File: src/rtl/core/pui_pkg.sv
// ----------------------------------------------------------------------------
// pui_pkg
// shared types and constants for the insertion-order permutation unranker
// ----------------------------------------------------------------------------
package pui_pkg;

  localparam int IndexW = 16;
  localparam int SizeW  = 4;
  localparam logic [SizeW-1:0] SizeReset = 4'd8;

  // one per-slot result request driven by the serializer (pui_emit) to the outputs
  typedef struct packed {
    logic [2:0] slot;
    logic [2:0] element_at_slot;
    logic [2:0] slot_of_element;
    logic       last;
    logic       index_error;
  } result_t;

endpackage

File: src/rtl/core/pui_digits.sv
// ----------------------------------------------------------------------------
// pui_digits
// splits the index into mixed-radix digits, one radix per pipeline stage
// ----------------------------------------------------------------------------
module pui_digits import pui_pkg::*; #(
  parameter int MaxElements = 8
) (
  input  logic                         clk,
  input  logic                         rst,
  input  logic                         in_valid,
  input  logic [IndexW-1:0]            in_index,
  input  logic [SizeW-1:0]             in_size,
  output logic                         out_valid,
  output logic [MaxElements-1:0][3:0]  out_digit,
  output logic [SizeW-1:0]             out_size,
  output logic                         out_error
);

  localparam int NSt = MaxElements - 1;

  logic [NSt:0]                         v;
  logic [NSt:0][IndexW-1:0]             rem;
  logic [NSt:0][SizeW-1:0]              sz;
  logic [NSt:0][MaxElements-1:0][3:0]   dg;

  // stage i divides by radix k = MaxElements - i if k <= size, else digit 0
  always_ff @(posedge clk) begin
    if (rst) begin
      v <= '0;
    end else begin
      v <= {v[NSt-1:0], in_valid};
    end
  end

  always_ff @(posedge clk) begin
    rem[0] <= in_index;
    sz[0]  <= in_size;
    dg[0]  <= '0;
  end

  for (genvar i = 0; i < NSt; i++) begin : g_st
    localparam int K = MaxElements - i;
    localparam int Sh = IndexW + $clog2(K);
    localparam longint Mag = ((longint'(1) << Sh) + longint'(K) - 1) / longint'(K);
    localparam int PW = 2 * IndexW + 2;
    logic [PW-1:0]     prod;
    logic [IndexW-1:0] q;
    logic [3:0]        r;
    // quotient by reciprocal multiplication, exact over the index range
    always_comb begin
      prod = PW'(rem[i]) * PW'(Mag);
      q = IndexW'(prod >> Sh);
      r = 4'(rem[i] - q * IndexW'(K));
    end
    always_ff @(posedge clk) begin
      sz[i+1]  <= sz[i];
      dg[i+1]  <= dg[i];
      if (SizeW'(K) <= sz[i]) begin
        rem[i+1]      <= q;
        dg[i+1][K-1]  <= r;
      end else begin
        rem[i+1] <= rem[i];
      end
    end
  end

  assign out_valid = v[NSt];
  assign out_digit = dg[NSt];
  assign out_size  = sz[NSt];
  assign out_error = (rem[NSt] != '0);

endmodule

File: src/rtl/core/pui_build.sv
// ----------------------------------------------------------------------------
// pui_build
// inserts one element per stage, then forms the inverse
// ----------------------------------------------------------------------------
module pui_build import pui_pkg::*; #(
  parameter int MaxElements = 8
) (
  input  logic                         clk,
  input  logic                         rst,
  input  logic                         in_valid,
  input  logic [MaxElements-1:0][3:0]  in_digit,
  input  logic [SizeW-1:0]             in_size,
  input  logic                         in_error,
  output logic                         out_valid,
  output logic [MaxElements-1:0][3:0]  out_perm,
  output logic [MaxElements-1:0][3:0]  out_inv,
  output logic [SizeW-1:0]             out_size,
  output logic                         out_error
);

  localparam int NSt = MaxElements - 1;

  logic [NSt:0]                         v;
  logic [NSt:0][MaxElements-1:0][3:0]   pm;
  logic [NSt:0][MaxElements-1:0][3:0]   dg;
  logic [NSt:0][SizeW-1:0]              sz;
  logic [NSt:0]                         err;

  always_ff @(posedge clk) begin
    if (rst) begin
      v <= '0;
    end else begin
      v <= {v[NSt-1:0], in_valid};
    end
  end

  always_ff @(posedge clk) begin
    pm[0]  <= '0;
    dg[0]  <= in_digit;
    sz[0]  <= in_size;
    err[0] <= in_error;
  end

  // stage i inserts element k = i + 1 when k < size
  for (genvar i = 0; i < NSt; i++) begin : g_ins
    localparam int K = i + 1;
    logic [MaxElements-1:0][3:0] nxt;
    always_comb begin
      for (int j = 0; j < MaxElements; j++) begin
        if (32'(dg[i][K]) > 32'(j)) nxt[j] = pm[i][j];
        else if (32'(dg[i][K]) == 32'(j)) nxt[j] = 4'(K);
        else if (j > 0) nxt[j] = pm[i][(j > 0) ? j - 1 : 0];
        else nxt[j] = pm[i][j];
      end
    end
    always_ff @(posedge clk) begin
      dg[i+1]  <= dg[i];
      sz[i+1]  <= sz[i];
      err[i+1] <= err[i];
      pm[i+1]  <= (SizeW'(K) < sz[i]) ? nxt : pm[i];
    end
  end

  logic                        ov;
  logic [MaxElements-1:0][3:0] opm, oinv;
  logic [SizeW-1:0]            osz;
  logic                        oerr;

  always_ff @(posedge clk) begin
    if (rst) ov <= 1'b0;
    else ov <= v[NSt];
  end

  always_ff @(posedge clk) begin
    opm  <= pm[NSt];
    osz  <= sz[NSt];
    oerr <= err[NSt];
    for (int e = 0; e < MaxElements; e++) begin
      oinv[e] <= '0;
      for (int j = 0; j < MaxElements; j++) begin
        if (pm[NSt][j] == 4'(e) && SizeW'(j) < sz[NSt]) oinv[e] <= 4'(j);
      end
    end
  end

  assign out_valid = ov;
  assign out_perm  = opm;
  assign out_inv   = oinv;
  assign out_size  = osz;
  assign out_error = oerr;

endmodule

File: src/rtl/core/pui_emit.sv
// ----------------------------------------------------------------------------
// pui_emit
// serializes one permutation into per-slot result requests
// ----------------------------------------------------------------------------
module pui_emit import pui_pkg::*; #(
  parameter int MaxElements = 8
) (
  input  logic                         clk,
  input  logic                         rst,
  input  logic                         in_valid,
  input  logic [MaxElements-1:0][3:0]  in_perm,
  input  logic [MaxElements-1:0][3:0]  in_inv,
  input  logic [SizeW-1:0]             in_size,
  input  logic                         in_error,
  output logic                         out_valid,
  output result_t                      out_res
);

  logic                        act;
  logic [MaxElements-1:0][3:0] pm, iv;
  logic [SizeW-1:0]            sz;
  logic                        err;
  logic [3:0]                  j;
  logic                        fin;

  assign fin = err || (SizeW'(j) + 1'b1 >= sz);

  always_ff @(posedge clk) begin
    if (rst) begin
      act <= 1'b0;
    end else if (in_valid) begin
      act <= 1'b1;
    end else if (act && fin) begin
      act <= 1'b0;
    end
  end

  always_ff @(posedge clk) begin
    if (in_valid) begin
      pm  <= in_perm;
      iv  <= in_inv;
      sz  <= in_size;
      err <= in_error;
      j   <= '0;
    end else if (act) begin
      j <= j + 1'b1;
    end
  end

  assign out_valid = act;
  always_comb begin
    out_res.slot            = 3'(j);
    out_res.element_at_slot = err ? 3'd0 : 3'(pm[j[2:0]]);
    out_res.slot_of_element = err ? 3'd0 : 3'(iv[j[2:0]]);
    out_res.last            = fin;
    out_res.index_error     = err;
  end

  assert property (@(posedge clk) disable iff (rst) act && err |-> fin);
  assert property (@(posedge clk) disable iff (rst) in_valid |=> act && j == 0);
  assert property (@(posedge clk) disable iff (rst) act && !fin && !in_valid |=> act);

endmodule

File: src/rtl/core/permutation_unrank_insertion.sv
// ----------------------------------------------------------------------------
// permutation_unrank_insertion
// returns the permutation at a given insertion-order index and its inverse
// ----------------------------------------------------------------------------
// usage:
//   write perm_size on cfg_valid/cfg_ready (always ready) while idle
//   raise start with perm_index; the request is taken when busy is low
//   results come one per cycle on strobe: slot, element_at_slot,
//   slot_of_element, last and index_error; the receiver cannot stall
//   an index of K! or more gives one result with index_error set
// accept to first result: the digit input register and stages, the insertion
//   input register and stages, the inverse register, the serializer register
// an index error gives a single result but busy is held as for K results
// busy stays high while the output serializer would be overrun
// reset: perm_size returns to 8 and the pipeline empties
// ----------------------------------------------------------------------------
module permutation_unrank_insertion import pui_pkg::*; #(
  parameter int MAX_ELEMENTS = 8
) (
  input  logic              clk,
  input  logic              rst,
  input  logic              start,
  output logic              busy,
  input  logic [IndexW-1:0] perm_index,
  input  logic              cfg_valid,
  output logic              cfg_ready,
  input  logic [SizeW-1:0]  cfg_data,
  output logic              strobe,
  output logic [2:0]        slot,
  output logic [2:0]        element_at_slot,
  output logic [2:0]        slot_of_element,
  output logic              last,
  output logic              index_error
);

  localparam int CntW = $clog2(MAX_ELEMENTS + 1);

  logic [SizeW-1:0] perm_size, ksz;
  logic [CntW-1:0]  credit;
  logic             acc;

  assign cfg_ready = 1'b1;

  always_ff @(posedge clk) begin
    if (rst) perm_size <= SizeReset;
    else if (cfg_valid && cfg_ready) perm_size <= cfg_data;
  end

  assign ksz = (perm_size == '0) ? SizeW'(1) :
               (32'(perm_size) > MAX_ELEMENTS) ? SizeW'(MAX_ELEMENTS) : perm_size;

  // space the requests so the serializer never overruns
  assign busy = (credit != '0);
  assign acc  = start && !busy;
  always_ff @(posedge clk) begin
    if (rst) credit <= '0;
    else if (acc) credit <= CntW'(ksz - 1'b1);
    else if (credit != '0) credit <= credit - 1'b1;
  end

  logic                           dv, bv;
  logic [MAX_ELEMENTS-1:0][3:0]   dg, pm, iv;
  logic [SizeW-1:0]               dsz, bsz;
  logic                           derr, berr;
  result_t                        res;

  pui_digits #(.MaxElements(MAX_ELEMENTS)) u_dig (
    .clk, .rst, .in_valid(acc), .in_index(perm_index), .in_size(ksz),
    .out_valid(dv), .out_digit(dg), .out_size(dsz), .out_error(derr)
  );

  pui_build #(.MaxElements(MAX_ELEMENTS)) u_bld (
    .clk, .rst, .in_valid(dv), .in_digit(dg), .in_size(dsz), .in_error(derr),
    .out_valid(bv), .out_perm(pm), .out_inv(iv), .out_size(bsz), .out_error(berr)
  );

  pui_emit #(.MaxElements(MAX_ELEMENTS)) u_emit (
    .clk, .rst, .in_valid(bv), .in_perm(pm), .in_inv(iv), .in_size(bsz),
    .in_error(berr), .out_valid(strobe), .out_res(res)
  );

  assign slot            = res.slot;
  assign element_at_slot = res.element_at_slot;
  assign slot_of_element = res.slot_of_element;
  assign last            = res.last;
  assign index_error     = res.index_error;

  assert property (@(posedge clk) disable iff (rst) acc |=> busy || ksz == 1);
  assert property (@(posedge clk) disable iff (rst) strobe && index_error |-> last);
  assert property (@(posedge clk) disable iff (rst) strobe && index_error |-> slot == 0);

endmodule
File: config.mk
export PLATFORM = sky130hd
export DESIGN_NAME = permutation_unrank_insertion
export DESIGN_NICKNAME = d
export VERILOG_FILES = /design/src/rtl/core/pui_pkg.sv /design/src/rtl/core/pui_digits.sv /design/src/rtl/core/pui_build.sv /design/src/rtl/core/pui_emit.sv /design/src/rtl/core/permutation_unrank_insertion.sv
export SDC_FILE = /design/constraint.sdc
export NUM_CORES = 2
export LEC_CHECK = 0
export BUFFER_PORTS_ARGS = -buffer_cell sky130_fd_sc_hd__buf_2
export CAP_MARGIN = 10
export CORE_MARGIN = 4
export CORE_UTILIZATION = 30
export CTS_CLUSTER_SIZE = 24
export DETAILED_ROUTE_END_ITERATION = 8
export GPL_ROUTABILITY_DRIVEN = 0
export SLEW_MARGIN = 20
export SYNTH_ARGS = -nofsm -noshare
export SYNTH_HDL_FRONTEND = slang
export SYNTH_SLANG_ARGS = --single-unit
File: constraint.sdc
create_clock -name clk -period 7.8 [get_ports clk]
set_input_delay 0 -clock clk [delete_from_list [all_inputs] [get_ports clk]]
set_output_delay 0 -clock clk [all_outputs]
set_load 0.005 [all_outputs]
==> qor.txt <==
GRT overflow: 0
crit path cell chain: ha_1, ha_1, inv_1, fa_1, inv_1, fa_1, fa_1, inv_1, fa_1, inv_1, ha_1, a2111oi_2, nand3_1, a21oi_1, o211ai_1, a21oi_1, xor2_1, fa_1, ha_1, a21oi_1, xnor2_1, xnor3_1, xnor2_1, nor2_1
pin count of the biggest net entering global routing: 59
FF-to-FF End: u_dig.dg[203]$_SDFF_PP0_
max incr delay on CP: 0.55 ns
path depth of the worst reg2reg path: 24
Starting Density: 0.303
Worst slew margin: 0.367
initial antenna violation count: 1
CTS tree: done
Final #Nets: 4206
max-slew violations: 0
mapped cell area: 35900 µm²
Inserted Clock Buffers: 69
critical path class: reg -> reg
status: finished, final reports clean
Yosys top cell area share: 0.339
async set-reset flop share out of synthesis: 0
top cells by area, synth: dfxtp_1 34%, ha_1 18%, fa_1 16%
top sig layer: met4
die width: 354 µm
WL/cell: 14.6 µm
CTS Buffer Depth: 3
Area Overhead vs Synth: 13.6%
post-CTS setup buffer count: 0
Worst Hold End: u_dig.rem[12]$_DFF_P_
MaxCap Viol Count: 0
Seq/Total Area, Yosys: 0.384
starting DRC count in detailed routing: 778
WL met3: 2.75 mm
hold depth: 2
startpoint types: flop
number of synthesized flops with an enable pin: 53
crit share post-route: 0.898
CTS clk-pin slew, worst paths: 0.06 ns
Primary FF master, synth: dfxtp_1
post-DP HPWL: 58.6 mm
Buffers on Ports: 36
CP Data Arrival Time: 7.53 ns
core area: 119000 µm²
drt pass-1 iters: 5
via count: 22000
CP Capture Type: flop
Synth area leader: dfxtp_1
final wirelength: 73.2 mm
CTS H-tree lvls: 3
Synthesis Warnings: 0
#FFs+latches synth: 662
Ant. Diodes: 0
via count of the first global-routing pass: 23400
Routed met1 length: 33.3 mm
Cell variety after synth: 88
Tot GR Track Use: 0.120
Num Clock Sinks: 662
first-pass GRT wire length: 121 mm
DRC: 0
Setup-failing EPs final: 0
HP Start: perm_index[12]
Crit-path slowest cell: fa_1
achievable frequency: 143 MHz
Setup Skew: 0.0338 ns
RSZ-0062 raised after global routing: no
via/cell ratio: 4.38
fill count: 11900
WL met2: 34.9 mm
reg2reg start: u_dig.rem[82]$_DFF_P_
Reg2Reg Setup Slack: 0.80 ns
CTS resizes: 0
Post-Syn Instances: 3251
die height: 354 µm
Antenna Violating Nets Remaining: 0
Ports: 38
setup tns final: 0 ns
DIE AREA: 125000 µm²
layout cells sized above 1: 0.0809
top cell types by occurrence after synthesis: 609 x dfxtp_1, 602 x inv_1, 525 x ha_1
Clock Root Buffer: clkbuf_16
crit-path most repeated cell: fa_1
CP max FO: 6
Critical Path RT: 8.33 ns
Syn Area/Cell: 11.1 µm²
Hold Path Class: in -> reg
Site Rows: 126
most common cell in the netlist: dfxtp_1
min Tclk post-route: 7.00 ns
Final Hold Vio Count: 0
clk_lat worst skew: 0.64 ns
Worst Max-Slew Pin Slew: 0.946 ns
==> through the flow <==
step	area [µm²]	util	cells	hold WS [ns]	setup slack (ns)
after CTS	40800	0.344	5013	0.00488	0.743
after global routing	40800	0.344	5013	0.0570	0.358
after global placement	38000	0.321	4845	0.102	0.944
after detailed placement	38000	0.321	4845	0.104	0.788
final	40800	0.344	5013	0.0725	0.797
after floorplan	35900	-	3254	0.0277	1.38
==> cell families (layout without fill, tap and decap cells) <==
group,count (synthesis),after routing,share of synthesized area
adders and majority gates,821,821,0.348
AOI/OAI and AO/OA,413,413,0.0772
xor gates and xnor gates,83,83,0.0216
muxes,86,86,0.0302
other,2,5,0.000209
and+or+nand+nor,528,528,0.0705
DFF,662,662,0.384
buffers and inverters,656,815,0.0690
==> registers in the layout (all words and copies together) (netlist names), 8 cells and up <==
register,cells
u_bld.out_inv,24
u_bld.out_perm,24
u_dig.dg,74
u_dig.v,8
u_bld.pm,134
u_emit.pm,24
u_bld.err,8
u_dig.sz,28
u_dig.out_digit,22
u_bld.sz,32
u_emit.iv,24
u_bld.v,8
u_dig.rem,128
u_bld.dg,96
==> cells in the final DEF, fill, tap and decap left out, drive strengths merged, types with 13 or more instances in the layout <==
master       instances
o21bai              17
fa                 296
buf                 45
mux2                58
mux2i               16
or2                 15
nand2b              18
a31oi               19
a21oi              103
dfxtp              609
ha                 525
edfxtp              53
and3                13
and2                20
o211ai              14
nand3               23
nor2b               50
xnor2               52
inv                613
nand2              171
dlygate4sd3         45
nor3                31
a21o                32
o22a                29
xor2                29
clkbuf              90
o21a                17
o21ai              105
nor2               134
==> per-layer routing <==
metal / GRT usage / vias to the layer above
li1: - / 10900
met1: 0.152 / 10600
met2: 0.206 / 358
met3: 0.0214 / 145
met4: 0.0421 / 0
met5: 0 / -
==> critical path, delay by kind of cell, from the launching register on <==
kind | cells | cell delay (ns)
XOR/XNOR | 4 | 0.79
flip-flops | 1 | 0.47
buffers and inverters | 4 | 0.22
adder cells (fa/ha/maj) | 9 | 3.85
AO/OA/AOI/OAI | 5 | 1.37
AND/OR/NAND/NOR | 2 | 0.18
==> how the worst max path moves through the flow <==
stage	start	endpoint	slack [ns]	depth (start not counted)
floorplan	u_dig.rem[82]$_DFF_P_	u_dig.dg[203]$_SDFF_PP0_	1.38	24
detailed placement	u_dig.rem[82]$_DFF_P_	u_dig.dg[203]$_SDFF_PP0_	0.79	24
finish	u_dig.rem[82]$_DFF_P_	u_dig.dg[203]$_SDFF_PP0_	0.80	24
global placement	u_dig.rem[82]$_DFF_P_	u_dig.dg[203]$_SDFF_PP0_	0.94	24
CTS	u_dig.rem[82]$_DFF_P_	u_dig.dg[203]$_SDFF_PP0_	0.74	24
global route	u_dig.rem[80]$_DFF_P_	u_dig.dg[203]$_SDFF_PP0_	0.36	24
==> timing repair <==
item / CTS / global route
hold buffers: 45 / 0
hold endpoints to repair: 42 / 0
endpoints found under the setup margin: 0 / 0
==> layout make-up <==
cell class	count	area (µm²)	area share
timing repair buffer	90	698	0.0171
inverter	602	2260	0.0554
sequential	662	13800	0.338
clock inverter	33	475	0.0117
tap	1600	2000	0.0491
clock buffer	90	1880	0.0460
multi-input combinational	1936	19700	0.483
Power is left out: the tool's default activity adds up to more than one toggle a clock period on the data nets, which glitch-free logic cannot reach.
